### config.mk
export PLATFORM = sky130hd
export DESIGN_NAME = elevator_call_controller
export DESIGN_NICKNAME = d
export VERILOG_FILES = /design/src/ecc_pkg.sv /design/src/elevator_call_controller.sv /design/src/ecc_core.sv /design/src/ecc_out_reg.sv
export SDC_FILE = /design/constraint.sdc
export NUM_CORES = 1
export LEC_CHECK = 0
export BUFFER_PORTS_ARGS = -buffer_cell sky130_fd_sc_hd__clkbuf_2
export CORE_MARGIN = 10
export CORE_UTILIZATION = 50
export CTS_CLUSTER_DIAMETER = 60
export DETAILED_ROUTE_END_ITERATION = 8
export GPL_TIMING_DRIVEN = 0
export PLACE_DENSITY = 0.68
export SKIP_CTS_REPAIR_TIMING = 1
export SYNTH_ARGS = -nofsm -noshare
export SYNTH_HDL_FRONTEND = slang
export SYNTH_HIERARCHICAL = 1
export SYNTH_SLANG_ARGS = --single-unit
### constraint.sdc
create_clock -name clk_i -period 14.1 [get_ports clk_i]
set_input_delay 2.115 -clock clk_i [delete_from_list [all_inputs] [get_ports clk_i]]
set_output_delay 2.115 -clock clk_i [all_outputs]
set_load 0.05 [all_outputs]
### src/ecc_pkg.sv
package ecc_pkg;

  localparam int FLOORS   = 10;
  localparam int CAPACITY = 16;
  localparam int WAIT_MAX = 15;

  localparam int OP_W      = 3;
  localparam int FLOOR_W   = 4;
  localparam int POS_W     = 14;
  localparam int RIDER_W   = 5;
  localparam int WAIT_W    = 4;
  localparam int FH_W      = 10;
  localparam int SPEED_W   = 8;
  localparam int DWELL_W   = 8;
  localparam int CFG_IDX_W = 2;
  localparam int CFG_DAT_W = 10;

  localparam logic [FH_W-1:0]    FH_RESET    = FH_W'(64);
  localparam logic [SPEED_W-1:0] SPEED_RESET = SPEED_W'(2);
  localparam logic [DWELL_W-1:0] DWELL_RESET = DWELL_W'(120);

  typedef enum logic [OP_W-1:0] {
    OP_TICK    = 3'd0,
    OP_CALL_UP = 3'd1,
    OP_CALL_DN = 3'd2,
    OP_DEST    = 3'd3,
    OP_EVAC    = 3'd4
  } op_e;

  typedef enum logic [CFG_IDX_W-1:0] {
    CFG_FLOOR_HEIGHT = 2'd0,
    CFG_SPEED        = 2'd1,
    CFG_DWELL_TICKS  = 2'd2
  } cfg_e;

  typedef struct packed {
    logic [POS_W-1:0]   position;
    logic [FLOOR_W-1:0] floor_now;
    logic               is_moving;
    logic               heading_up;
    logic [FLOORS-1:0]  targets;
    logic [FLOORS-1:0]  up_lamps;
    logic [FLOORS-1:0]  down_lamps;
    logic [RIDER_W-1:0] riders;
    logic [DWELL_W-1:0] dwell_left;
    logic               overflow;
  } res_t;

  function automatic logic [FLOOR_W-1:0] next_tgt(logic [FLOORS-1:0] set, logic up);
    logic [FLOOR_W-1:0] r;
    r = '0;
    if (up) begin
      for (int i = FLOORS - 1; i >= 0; i--) begin
        if (set[i]) r = FLOOR_W'(i);
      end
    end else begin
      for (int i = 0; i < FLOORS; i++) begin
        if (set[i]) r = FLOOR_W'(i);
      end
    end
    return r;
  endfunction

  function automatic logic [FLOORS-1:0] flr_bit(logic [FLOOR_W-1:0] f);
    return FLOORS'(1) << f;
  endfunction

endpackage

### src/elevator_call_controller.sv
// Single-car elevator call controller.
// Input channel (in_valid_i / in_ready_o) carries one transaction per event:
// op_i selects tick, up or down hall call, cabin destination key or evacuate
// key; floor_i names the floor for calls and destination keys.
// Output channel (out_valid_o / out_ready_i) returns one result transaction
// per input transaction, in order, showing car state after that event.
// Configuration: cfg_we_i writes cfg_wdata_i into floor height (index 0),
// speed (index 1) or dwell ticks (index 2); write only while idle.
// Path: a transaction accepted into the input register is presented as a result
// from the result register (input register, then result register).
// Throughput: one transaction per cycle while results are taken, set by the
// combinational state update between the input register and the result register.
// Reset: car state, call counts and rider counts clear, heading is up,
// configuration returns to 64 / 2 / 120, both channels empty.
// Stall: a result not taken holds; one more transaction is still accepted
// into the input register, after which in_ready_o drops until space frees.
module elevator_call_controller import ecc_pkg::*; (
  input  logic                 clk_i,
  input  logic                 rst_ni,
  input  logic                 cfg_we_i,
  input  logic [CFG_IDX_W-1:0] cfg_idx_i,
  input  logic [CFG_DAT_W-1:0] cfg_wdata_i,
  input  logic                 in_valid_i,
  output logic                 in_ready_o,
  input  logic [OP_W-1:0]      op_i,
  input  logic [FLOOR_W-1:0]   floor_i,
  output logic                 out_valid_o,
  input  logic                 out_ready_i,
  output logic [POS_W-1:0]     position_o,
  output logic [FLOOR_W-1:0]   floor_now_o,
  output logic                 is_moving_o,
  output logic                 heading_up_o,
  output logic [FLOORS-1:0]    targets_o,
  output logic [FLOORS-1:0]    up_lamps_o,
  output logic [FLOORS-1:0]    down_lamps_o,
  output logic [RIDER_W-1:0]   riders_o,
  output logic [DWELL_W-1:0]   dwell_left_o,
  output logic                 overflow_o
);

  logic               s1_valid_q;
  logic [OP_W-1:0]    s1_op_q;
  logic [FLOOR_W-1:0] s1_floor_q;
  logic               out_free;
  logic               fire;
  res_t               core_res;
  res_t               out_res;

  assign fire       = s1_valid_q && out_free;
  assign in_ready_o = !s1_valid_q || fire;

  always_ff @(posedge clk_i or negedge rst_ni) begin
    if (!rst_ni) begin
      s1_valid_q <= 1'b0;
    end else if (in_valid_i && in_ready_o) begin
      s1_valid_q <= 1'b1;
    end else if (fire) begin
      s1_valid_q <= 1'b0;
    end
  end

  always_ff @(posedge clk_i) begin
    if (in_valid_i && in_ready_o) begin
      s1_op_q    <= op_i;
      s1_floor_q <= floor_i;
    end
  end

  ecc_core u_core (
    .clk_i       (clk_i),
    .rst_ni      (rst_ni),
    .cfg_we_i    (cfg_we_i),
    .cfg_idx_i   (cfg_idx_i),
    .cfg_wdata_i (cfg_wdata_i),
    .fire_i      (fire),
    .op_i        (s1_op_q),
    .floor_i     (s1_floor_q),
    .res_o       (core_res)
  );

  ecc_out_reg u_out (
    .clk_i   (clk_i),
    .rst_ni  (rst_ni),
    .load_i  (fire),
    .res_i   (core_res),
    .free_o  (out_free),
    .valid_o (out_valid_o),
    .ready_i (out_ready_i),
    .res_o   (out_res)
  );

  assign position_o   = out_res.position;
  assign floor_now_o  = out_res.floor_now;
  assign is_moving_o  = out_res.is_moving;
  assign heading_up_o = out_res.heading_up;
  assign targets_o    = out_res.targets;
  assign up_lamps_o   = out_res.up_lamps;
  assign down_lamps_o = out_res.down_lamps;
  assign riders_o     = out_res.riders;
  assign dwell_left_o = out_res.dwell_left;
  assign overflow_o   = out_res.overflow;

endmodule

### src/ecc_core.sv
module ecc_core import ecc_pkg::*; (
  input  logic                 clk_i,
  input  logic                 rst_ni,
  input  logic                 cfg_we_i,
  input  logic [CFG_IDX_W-1:0] cfg_idx_i,
  input  logic [CFG_DAT_W-1:0] cfg_wdata_i,
  input  logic                 fire_i,
  input  logic [OP_W-1:0]      op_i,
  input  logic [FLOOR_W-1:0]   floor_i,
  output res_t                 res_o
);

  logic [FH_W-1:0]    fh_q;
  logic [SPEED_W-1:0] speed_q;
  logic [DWELL_W-1:0] dwell_ticks_q;

  logic [POS_W-1:0]   pos_q, pos_d;
  logic [FLOOR_W-1:0] last_q, last_d;
  logic               active_q, active_d;
  logic               up_q, up_d;
  logic [DWELL_W-1:0] dwell_q, dwell_d;
  logic [FLOORS-1:0]  tset_q, tset_d;
  logic [FLOORS-1:0]  ucf_q, ucf_d;
  logic [FLOORS-1:0]  dcf_q, dcf_d;
  logic [WAIT_W-1:0]  wup_q [FLOORS];
  logic [WAIT_W-1:0]  wup_d [FLOORS];
  logic [WAIT_W-1:0]  wdn_q [FLOORS];
  logic [WAIT_W-1:0]  wdn_d [FLOORS];
  logic [RIDER_W-1:0] bound_q [FLOORS];
  logic [RIDER_W-1:0] bound_d [FLOORS];
  logic [RIDER_W-1:0] unas_q, unas_d;
  logic [RIDER_W-1:0] evac_q, evac_d;
  logic [RIDER_W-1:0] total_q, total_d;
  logic               ovf;

  op_e                op;
  logic [FLOOR_W-1:0] tf;
  logic [POS_W-1:0]   tp;
  logic [POS_W:0]     np;
  logic               arrive;
  logic [FLOOR_W-1:0] sel;
  logic               sel_ok;
  logic [WAIT_W-1:0]  wup_sel, wdn_sel, wq;
  logic [RIDER_W-1:0] bound_sel;
  logic [RIDER_W-1:0] rem, room, nb;

  assign op        = op_e'(op_i);
  assign tf        = next_tgt(tset_q, up_q);
  assign tp        = POS_W'(tf) * POS_W'(fh_q);
  assign np        = {1'b0, pos_q} + (POS_W+1)'(speed_q);
  assign arrive    = up_q ? (np >= {1'b0, tp})
                          : ((pos_q < POS_W'(speed_q)) || (pos_q - POS_W'(speed_q) <= tp));
  assign sel       = (op == OP_TICK) ? tf : floor_i;
  assign sel_ok    = (sel < FLOOR_W'(FLOORS));
  assign wup_sel   = sel_ok ? wup_q[sel] : '0;
  assign wdn_sel   = sel_ok ? wdn_q[sel] : '0;
  assign bound_sel = sel_ok ? bound_q[sel] : '0;

  assign rem  = total_q - bound_sel - evac_q;
  assign room = RIDER_W'(CAPACITY) - rem;
  assign wq   = up_q ? wup_sel : wdn_sel;
  assign nb   = (RIDER_W'(wq) > room) ? room : RIDER_W'(wq);

  always_comb begin
    pos_d    = pos_q;
    last_d   = last_q;
    active_d = active_q;
    up_d     = up_q;
    dwell_d  = dwell_q;
    tset_d   = tset_q;
    ucf_d    = ucf_q;
    dcf_d    = dcf_q;
    wup_d    = wup_q;
    wdn_d    = wdn_q;
    bound_d  = bound_q;
    unas_d   = unas_q;
    evac_d   = evac_q;
    total_d  = total_q;
    ovf      = 1'b0;

    unique case (op)
      OP_TICK: begin
        if (!active_q || dwell_q != '0) begin
          if (dwell_q != '0) dwell_d = dwell_q - DWELL_W'(1);
        end else if (tset_q == '0) begin
          active_d = 1'b0;
        end else if (arrive) begin
          pos_d       = tp;
          last_d      = tf;
          bound_d[tf] = '0;
          evac_d      = '0;
          ovf         = (RIDER_W'(wq) > room);
          unas_d      = unas_q + nb;
          total_d     = rem + nb;
          if (up_q) begin
            wup_d[tf] = '0;
            ucf_d     = ucf_q & ~flr_bit(tf);
          end else begin
            wdn_d[tf] = '0;
            dcf_d     = dcf_q & ~flr_bit(tf);
          end
          tset_d = tset_q & ~flr_bit(tf);
          if (tset_d == '0) begin
            active_d = 1'b0;
          end else begin
            up_d = (next_tgt(tset_d, up_q) > tf);
          end
          dwell_d = dwell_ticks_q;
          if (tf == '0) begin
            unas_d  = '0;
            total_d = '0;
            for (int i = 0; i < FLOORS; i++) begin
              bound_d[i] = '0;
            end
          end
        end else if (up_q) begin
          pos_d = np[POS_W-1:0];
        end else begin
          pos_d = pos_q - POS_W'(speed_q);
        end
      end
      OP_CALL_UP, OP_CALL_DN: begin
        if (sel_ok) begin
          if (op == OP_CALL_UP) begin
            if (wup_sel >= WAIT_W'(WAIT_MAX)) begin
              wup_d[sel] = WAIT_W'(WAIT_MAX);
              ovf        = 1'b1;
            end else begin
              wup_d[sel] = wup_sel + WAIT_W'(1);
            end
            ucf_d = ucf_q | flr_bit(sel);
          end else begin
            if (wdn_sel >= WAIT_W'(WAIT_MAX)) begin
              wdn_d[sel] = WAIT_W'(WAIT_MAX);
              ovf        = 1'b1;
            end else begin
              wdn_d[sel] = wdn_sel + WAIT_W'(1);
            end
            dcf_d = dcf_q | flr_bit(sel);
          end
          tset_d   = tset_q | flr_bit(sel);
          up_d     = (next_tgt(tset_d, up_q) > last_q);
          active_d = 1'b1;
        end
      end
      OP_DEST: begin
        if (sel_ok && unas_q != '0) begin
          bound_d[sel] = bound_sel + unas_q;
          unas_d       = '0;
          tset_d       = tset_q | flr_bit(sel);
          up_d         = (next_tgt(tset_d, up_q) > last_q);
          active_d     = 1'b1;
        end
      end
      OP_EVAC: begin
        evac_d = total_q;
        unas_d = '0;
        for (int i = 0; i < FLOORS; i++) begin
          bound_d[i] = '0;
        end
      end
      default: begin
      end
    endcase
  end

  always_ff @(posedge clk_i or negedge rst_ni) begin
    if (!rst_ni) begin
      fh_q          <= FH_RESET;
      speed_q       <= SPEED_RESET;
      dwell_ticks_q <= DWELL_RESET;
    end else if (cfg_we_i) begin
      unique case (cfg_e'(cfg_idx_i))
        CFG_FLOOR_HEIGHT: fh_q          <= cfg_wdata_i[FH_W-1:0];
        CFG_SPEED:        speed_q       <= cfg_wdata_i[SPEED_W-1:0];
        CFG_DWELL_TICKS:  dwell_ticks_q <= cfg_wdata_i[DWELL_W-1:0];
        default: begin
        end
      endcase
    end
  end

  always_ff @(posedge clk_i or negedge rst_ni) begin
    if (!rst_ni) begin
      pos_q    <= '0;
      last_q   <= '0;
      active_q <= 1'b0;
      up_q     <= 1'b1;
      dwell_q  <= '0;
      tset_q   <= '0;
      ucf_q    <= '0;
      dcf_q    <= '0;
      unas_q   <= '0;
      evac_q   <= '0;
      total_q  <= '0;
      for (int i = 0; i < FLOORS; i++) begin
        wup_q[i]   <= '0;
        wdn_q[i]   <= '0;
        bound_q[i] <= '0;
      end
    end else if (fire_i) begin
      pos_q    <= pos_d;
      last_q   <= last_d;
      active_q <= active_d;
      up_q     <= up_d;
      dwell_q  <= dwell_d;
      tset_q   <= tset_d;
      ucf_q    <= ucf_d;
      dcf_q    <= dcf_d;
      unas_q   <= unas_d;
      evac_q   <= evac_d;
      total_q  <= total_d;
      wup_q    <= wup_d;
      wdn_q    <= wdn_d;
      bound_q  <= bound_d;
    end
  end

  always_comb begin
    res_o.position   = pos_d;
    res_o.floor_now  = last_d;
    res_o.is_moving  = active_d;
    res_o.heading_up = up_d;
    res_o.targets    = tset_d;
    res_o.up_lamps   = ucf_d;
    res_o.down_lamps = dcf_d;
    res_o.riders     = total_d;
    res_o.dwell_left = dwell_d;
    res_o.overflow   = ovf;
  end

endmodule

### src/ecc_out_reg.sv
module ecc_out_reg import ecc_pkg::*; (
  input  logic clk_i,
  input  logic rst_ni,
  input  logic load_i,
  input  res_t res_i,
  output logic free_o,
  output logic valid_o,
  input  logic ready_i,
  output res_t res_o
);

  logic valid_q;
  res_t res_q;

  assign free_o  = !valid_q || ready_i;
  assign valid_o = valid_q;
  assign res_o   = res_q;

  always_ff @(posedge clk_i or negedge rst_ni) begin
    if (!rst_ni) begin
      valid_q <= 1'b0;
    end else if (load_i) begin
      valid_q <= 1'b1;
    end else if (ready_i) begin
      valid_q <= 1'b0;
    end
  end

  always_ff @(posedge clk_i) begin
    if (load_i) begin
      res_q <= res_i;
    end
  end

endmodule
# After elaboration in Yosys (flattened, before gate mapping)
# Index checks and enable logic that the tools add are counted.
classes:
  n_addsub: 11
  multipliers: 1
  order_cmp: 14
  eq_ne: 15
  n_shift: 2
  muxes: 193
  bitwise: 16
  n_reduce_logical: 32
ops:
  columns: ["op", "count"]
  rows:
  - ["$mux 40", 14]
  - ["$mux 4", 66]
  - ["$mux 50", 5]
  - ["$mux 10", 17]
  - ["$pmux 40 s2", 2]
  - ["$pmux 50 s3", 1]
  - ["$mux 5", 19]
  - ["$and 40x40->40", 2]
  - ["$bwmux 40", 2]
  - ["$or 40x40->40", 2]
  - ["$mux 14", 5]
  - ["$and 50x50->50", 1]
  - ["$bwmux 50", 1]
  - ["$not 50->50", 1]
  - ["$demux 5 s4", 2]
  - ["$mux 8", 5]
  - ["$not 40->40", 1]
  - ["$pmux 10 s2", 2]
  - ["$bmux 4 s4", 2]
  - ["$demux 4 s4", 2]
  - ["$and 10x10->10", 3]
  - ["$or 10x10->10", 3]
  - ["$pmux 10 s3", 1]
  - ["$mux 1", 27]
  - ["50 further kinds", 98]
word_totals:
  regBits: 302
  input_bits: 24
  word_cells: 342

# Logic depth before layout (Yosys ltp)
depth:
  word_depth: 36
  mapped_depth: 34
  mapped_depth_nobuf: 32

# Modules after synthesis
# The synthesis kept the hierarchy.
by_module_without_submodules:
  columns: ["mod", "n_inst", "cells_per_inst", "area_each_um2", "seq_area_each_um2"]
  rows:
  - ["ecc_core", 1, 1918, 16741.1, 5739.3]
  - ["ecc_out_reg", 1, 67, 1969.4, 1946.9]
  - ["elevator_call_controller", 1, 12, 270.3, 235.2]

# Worst setup path after synthesis
# Ideal clock, no wire load.
synth_path:
  path_type: "reg-to-reg"
  startpoint: "register u_core.tset_q[5]"
  endpoint: "register u_core.pos_q[2]"
  arrival_time_ns: 7.095
  required_time_ns: 13.975
  path_slack_ns: 6.880
  path_stages_with_launch: 31
  n_path_buf: 4
  cell_sequence: "dfrtp_1 > clkbuf_1 > or2_2 > o21ai_0 > a22o_1 > clkbuf_1 > clkbuf_1 > and2_1 > fa_1 > fa_1 > inv_1 > fa_1 > nor2b_1 > o21ai_0 > a21boi_0 > o21ai_0 > a21oi_1 > o21ai_0 > nor4b_1 > a2111oi_0 > ha_1 > nand3_1 > or4_1 > a21o_1 > o211ai_1 > o311a_1 > a21o_1 > clkbuf_1 > a21oi_1 > mux2_2 > mux2_2"
synth_lines:
  columns: ["item", "line_no", "text"]
  rows:
  - ["start: declaration", "ecc_core.sv:22", "logic [FLOORS-1:0] tset_q, tset_d;"]
  - ["start signal: assignment", "ecc_core.sv:207", "tset_q <= tset_d;"]
  - ["end signal: assignment", "ecc_core.sv:202", "pos_q <= pos_d;"]
  - ["end: declaration", "ecc_core.sv:17", "logic [POS_W-1:0] pos_q, pos_d;"]

# Final worst setup path
layout_path:
  startpoint: "register u_core.up_q"
  endpoint: "register u_core.ucf_q[6]"
layout_between:
  elab_chain_len: 9
layout_lines:
  columns: ["item", "line_no", "text"]
  rows:
  - ["start: declaration", "ecc_core.sv:20", "logic up_q, up_d;"]
  - ["start signal: assignment", "ecc_core.sv:205", "up_q <= up_d;"]
  - ["$mux 4", "ecc_pkg.sv:52", "if (up) begin"]
  - ["$mul 4x10->14 / $shl 1x4->10 (equally long branches)", "ecc_core.sv:49, ecc_pkg.sv:65", null]
  - ["$le 14x14->1 / $not 10->10 (equally long branches)", "ecc_core.sv:52, ecc_core.sv:97", null]
  - ["$logic_or 1x1->1 / $and 10x10->10 (equally long branches)", "ecc_core.sv:52, ecc_core.sv:97", null]
  - ["$mux 1 / $mux 10 (equally long branches)", "ecc_core.sv:51, ecc_core.sv:95", null]
  - ["$mux 10", "ecc_core.sv:87", "end else if (arrive) begin"]
  - ["$mux 10", "ecc_core.sv:85", "end else if (tset_q == '0) begin"]
  - ["$mux 10", "ecc_core.sv:83", "if (!active_q || dwell_q != '0) begin"]
  - ["$pmux 10 s2 (*)", "ecc_core.sv:81", "unique case (op)"]
  - ["end signal: assignment", "ecc_core.sv:208", "ucf_q <= ucf_d;"]
  - ["end: declaration", "ecc_core.sv:23", "logic [FLOORS-1:0] ucf_q, ucf_d;"]
# Every way passes the cells marked *; elsewhere a longest branch is shown, timed or not.
# A chain may end at the register's enable or synchronous reset.

==> out/qor.yml <==
drt:
  drt_wl_total_um: 69000
  wire_per_inst_um: 25.8
  postRouteAntennaNets: 0
  vias: 17306
  drt_iter0_markers: 1894
  viasPerCell: 6.47
  drc: 0
  first_pass_iters: 6
power:
  powerDensity_nw_per_um2: 286
  pwr-share-clk_pct: 17.3
  switching_share_pct: 48.0
  internal_power_uw: 3210
  vdd_drop_max_uv: 191
  pwr-share-comb_pct: 62.3
  p_leak_uw: 0.00946
  p_sw_uw: 2960
  power_frac_seq_pct: 20.4
clocking:
  clockRootBuffer: "clkbuf_16"
  clock_latency_ns: 0.59
  numCtsBuffers: 39
  tritoncts: "built"
  clk_pin_slew_worst_paths_ns: 0.06
  htree_levels: 2
  cts_buffer_depth: 3
  clock-sinks: 302
final_layout:
  final_cell_mix: "224 x dfrtp_1, 185 x nand2_1, 162 x a21oi_1, 137 x o21ai_0, 136 x nor2_1"
  final_cell_area_um2: 21600
  drive_gt1_share_pct: 14.4
  instances_no_fill: 2675
  final_net_count: 2275
  post-route-util_pct: 57.4
  final-seq-area_um2: 7920
  n_fill_cell: 3372
  multi_input_area_um2: 10100
  area_delta_synth_final_pct: 13.6
  final_common_cell: "dfrtp_1"
worst_setup_path:
  worst_ep_required_time_ns: 14.52
  critPathMaxFanout: 10
  endpoint_kind: "flop"
  start_kind: "flop"
  max_stage_delay_ns: 1.05
  critPathArrivalTime_ns: 10.30
  crit_type: "flop to flop"
  crit_start: "u_core/up_q"
  crit_slowest_cell: "nor3_1"
  r2r-start: "u_core/up_q"
  worst-r2r-cell-count: 27
  worst-r2r-setup-slack_ns: 4.22
  timing.rr.end: "u_core/ucf_q[6]"
yosys:
  synth_ff_type: "dfrtp_1"
  postSynthAreaPerCell_um2: 9.50
  yosysTopAreaCellShare_pct: 29.5
  ys_seq_elements: 302
  synthArstFlopShare_pct: 76.5
  syn_nets: 2140
  yosysWarningCount: 6
  synth.distinct_cells: 104
  syn_area_um2: 19000
  ys_seq_area_share_pct: 41.7
  synth_cells: 1997
  synth_edf_count: 71
  synthTopCellsByArea: "dfrtp_1 30%, edfxtp_1 11%, ha_1 6.2%, a21oi_1 4.3%, nand2_1 3.7%"
  synth_top_area_cell: "dfrtp_1"
timing:
  post-route-period-util_pct: 70.1
  rsz0062_at_grt: "false"
  skew_ns: 0.0363
  tns_ns: 0
  slew_violations: 0
  setup_viol: 0
  period_needed_ns: 9.88
  tightest_slew_ns: 1.43
  slew_headroom_pct: 3.82
  max_freq_ghz: 0.101
  finalHoldViolations: 0
place:
  port_buffers: 89
  place.gp.congestion: 0.998
  dp_cells: 2602
  place_hpwl_um: 51600
  post_dp_cell_area_um2: 20200
die:
  start_util_pct: 50.5
  dieWidth_um: 215
  dieArea_um2: 46200
  ioPinCount: 90
  rows: 71
  dieHeight_um: 215
  placeableCoreArea_um2: 37600
min_path:
  hold-path-endpoint: "u_core/bound_q[31]"
  hold_path_depth: 2
  hp-start: "u_core/bound_q[31]"
  hp-class: "flop to flop"
outcome:
  outcome: "finished clean"
global_route:
  grt_max_degree: 113
  grt_pass1_wl_um: 103000
  antenna_found_initial: 1
  grt.total_usage_pct: 29.0
  grt_overflow: 0
  grt_pass1_vias: 16714
run:
  cap_viol_max_count: 0
[worst max-delay path: cells and delay by family (launching register included)]
kind	cells	cell delay (ns)
compound gates	10	3.22
simple gates	9	3.11
fa+ha+maj	4	1.64
buf+inv	4	1.09
flops	1	0.64
[layout make-up]
| type | count | share of cell area [%] |
|---|---|---|
| Multi-Input combinational cell | 1454 | 46.8 |
| Inverter | 139 | 2.42 |
| Buffer | 102 | 2.12 |
| Clock buffer | 49 | 4.79 |
| Timing Repair Buffer | 94 | 2.49 |
| Antenna cell | 1 | 0.0116 |
| Sequential cell | 302 | 36.7 |
| Tap cell | 511 | 2.97 |
| Clock inverter | 23 | 1.64 |
[worst max-delay path by stage]
stage	end	slack, ns	cells after the start
after floorplan	u_core/pos_q[2]	6.88	30
after global placement	u_out/res_o[22]	4.69	30
after detailed placement	u_out/res_o[22]	4.56	29
after CTS	u_out/res_o[22]	4.50	29
after global routing	u_out/res_o[26]	3.83	28
final	u_core/ucf_q[6]	4.22	27
[state kept, by name, summed over array words and instances, names as in the netlist]
name,cells
u_core/dwell_ticks_q,8
u_out/valid_o,1
s1_op_q,3
u_out/res_o,64
s1_floor_q,4
u_core/wup_q,40
u_core/unas_q,5
u_core/dwell_q,8
u_core/ucf_q,10
u_core/up_q,1
u_core/speed_q,8
u_core/last_q,4
u_core/wdn_q,40
u_core/fh_q,10
u_core/pos_q,14
u_core/evac_q,5
u_core/tset_q,10
s1_valid_q,1
u_core/bound_q,50
u_core/total_q,5
u_core/active_q,1
u_core/dcf_q,10
[cells by family (layout without fill, tap and decap cells)]
family          count (synthesis)  count (layout)  synth area share [%]
fa+ha+maj                     119             119                  8.83
mux                            81              81                  4.71
xor+xnor                       47              47                  2.24
buf+inv                       241             407                  5.15
simple gates                  553             553                  14.2
other cells                     0               1                     0
compound gates                654             654                  23.1
flops                         302             302                  41.7
[per-layer routing]
layer | share of wire [%] | GRT usage (%)
met2 | 45 | 44.6
met3 | 9.9 | 6.11
met4 | 4.7 | 13.9
met1 | 41 | 38.4
met5 | 0.023 | 0
[metrics by stage]
stage	hold WS (ns)	total power, uW	worst slack (ns)
after floorplan	0.450	4010	6.88
after global placement	0.462	4920	4.69
after detailed placement	0.471	5040	4.56
after CTS	0.483	6140	4.50
after global routing	0.499	6630	3.83
final	0.482	6180	4.22
[power by group through the flow]
stage          Combinational, uW  Clock (uW)  Sequential [uW]
6_report                    3850        1070             1260
3_5_place_dp                3770           0             1260
4_1_cts                     3800        1090             1250
2_1_floorplan               2650           0             1360
3_3_place_gp                3660           0             1260
5_1_grt                     4230        1120             1280
[cell usage after synthesis, drive strengths merged (13+ instances only)]
cell type and n:
fa 25, ha 94, xnor2 25, nand2 187, nor2b 15, nand2b 18
inv 139, a21o 20, nor2 137, a211oi 13, buf 37, o221ai 17
clkbuf 65, a21oi 164, edfxtp 71, o22ai 78, nor3 39, mux2i 20
dfrtp 224, o211ai 22, and3 24, o31ai 13, o21ai 148, nand3 47
and2 18, a22o 60, mux2 61, xor2 21
Power figures use the tool's default switching activity.
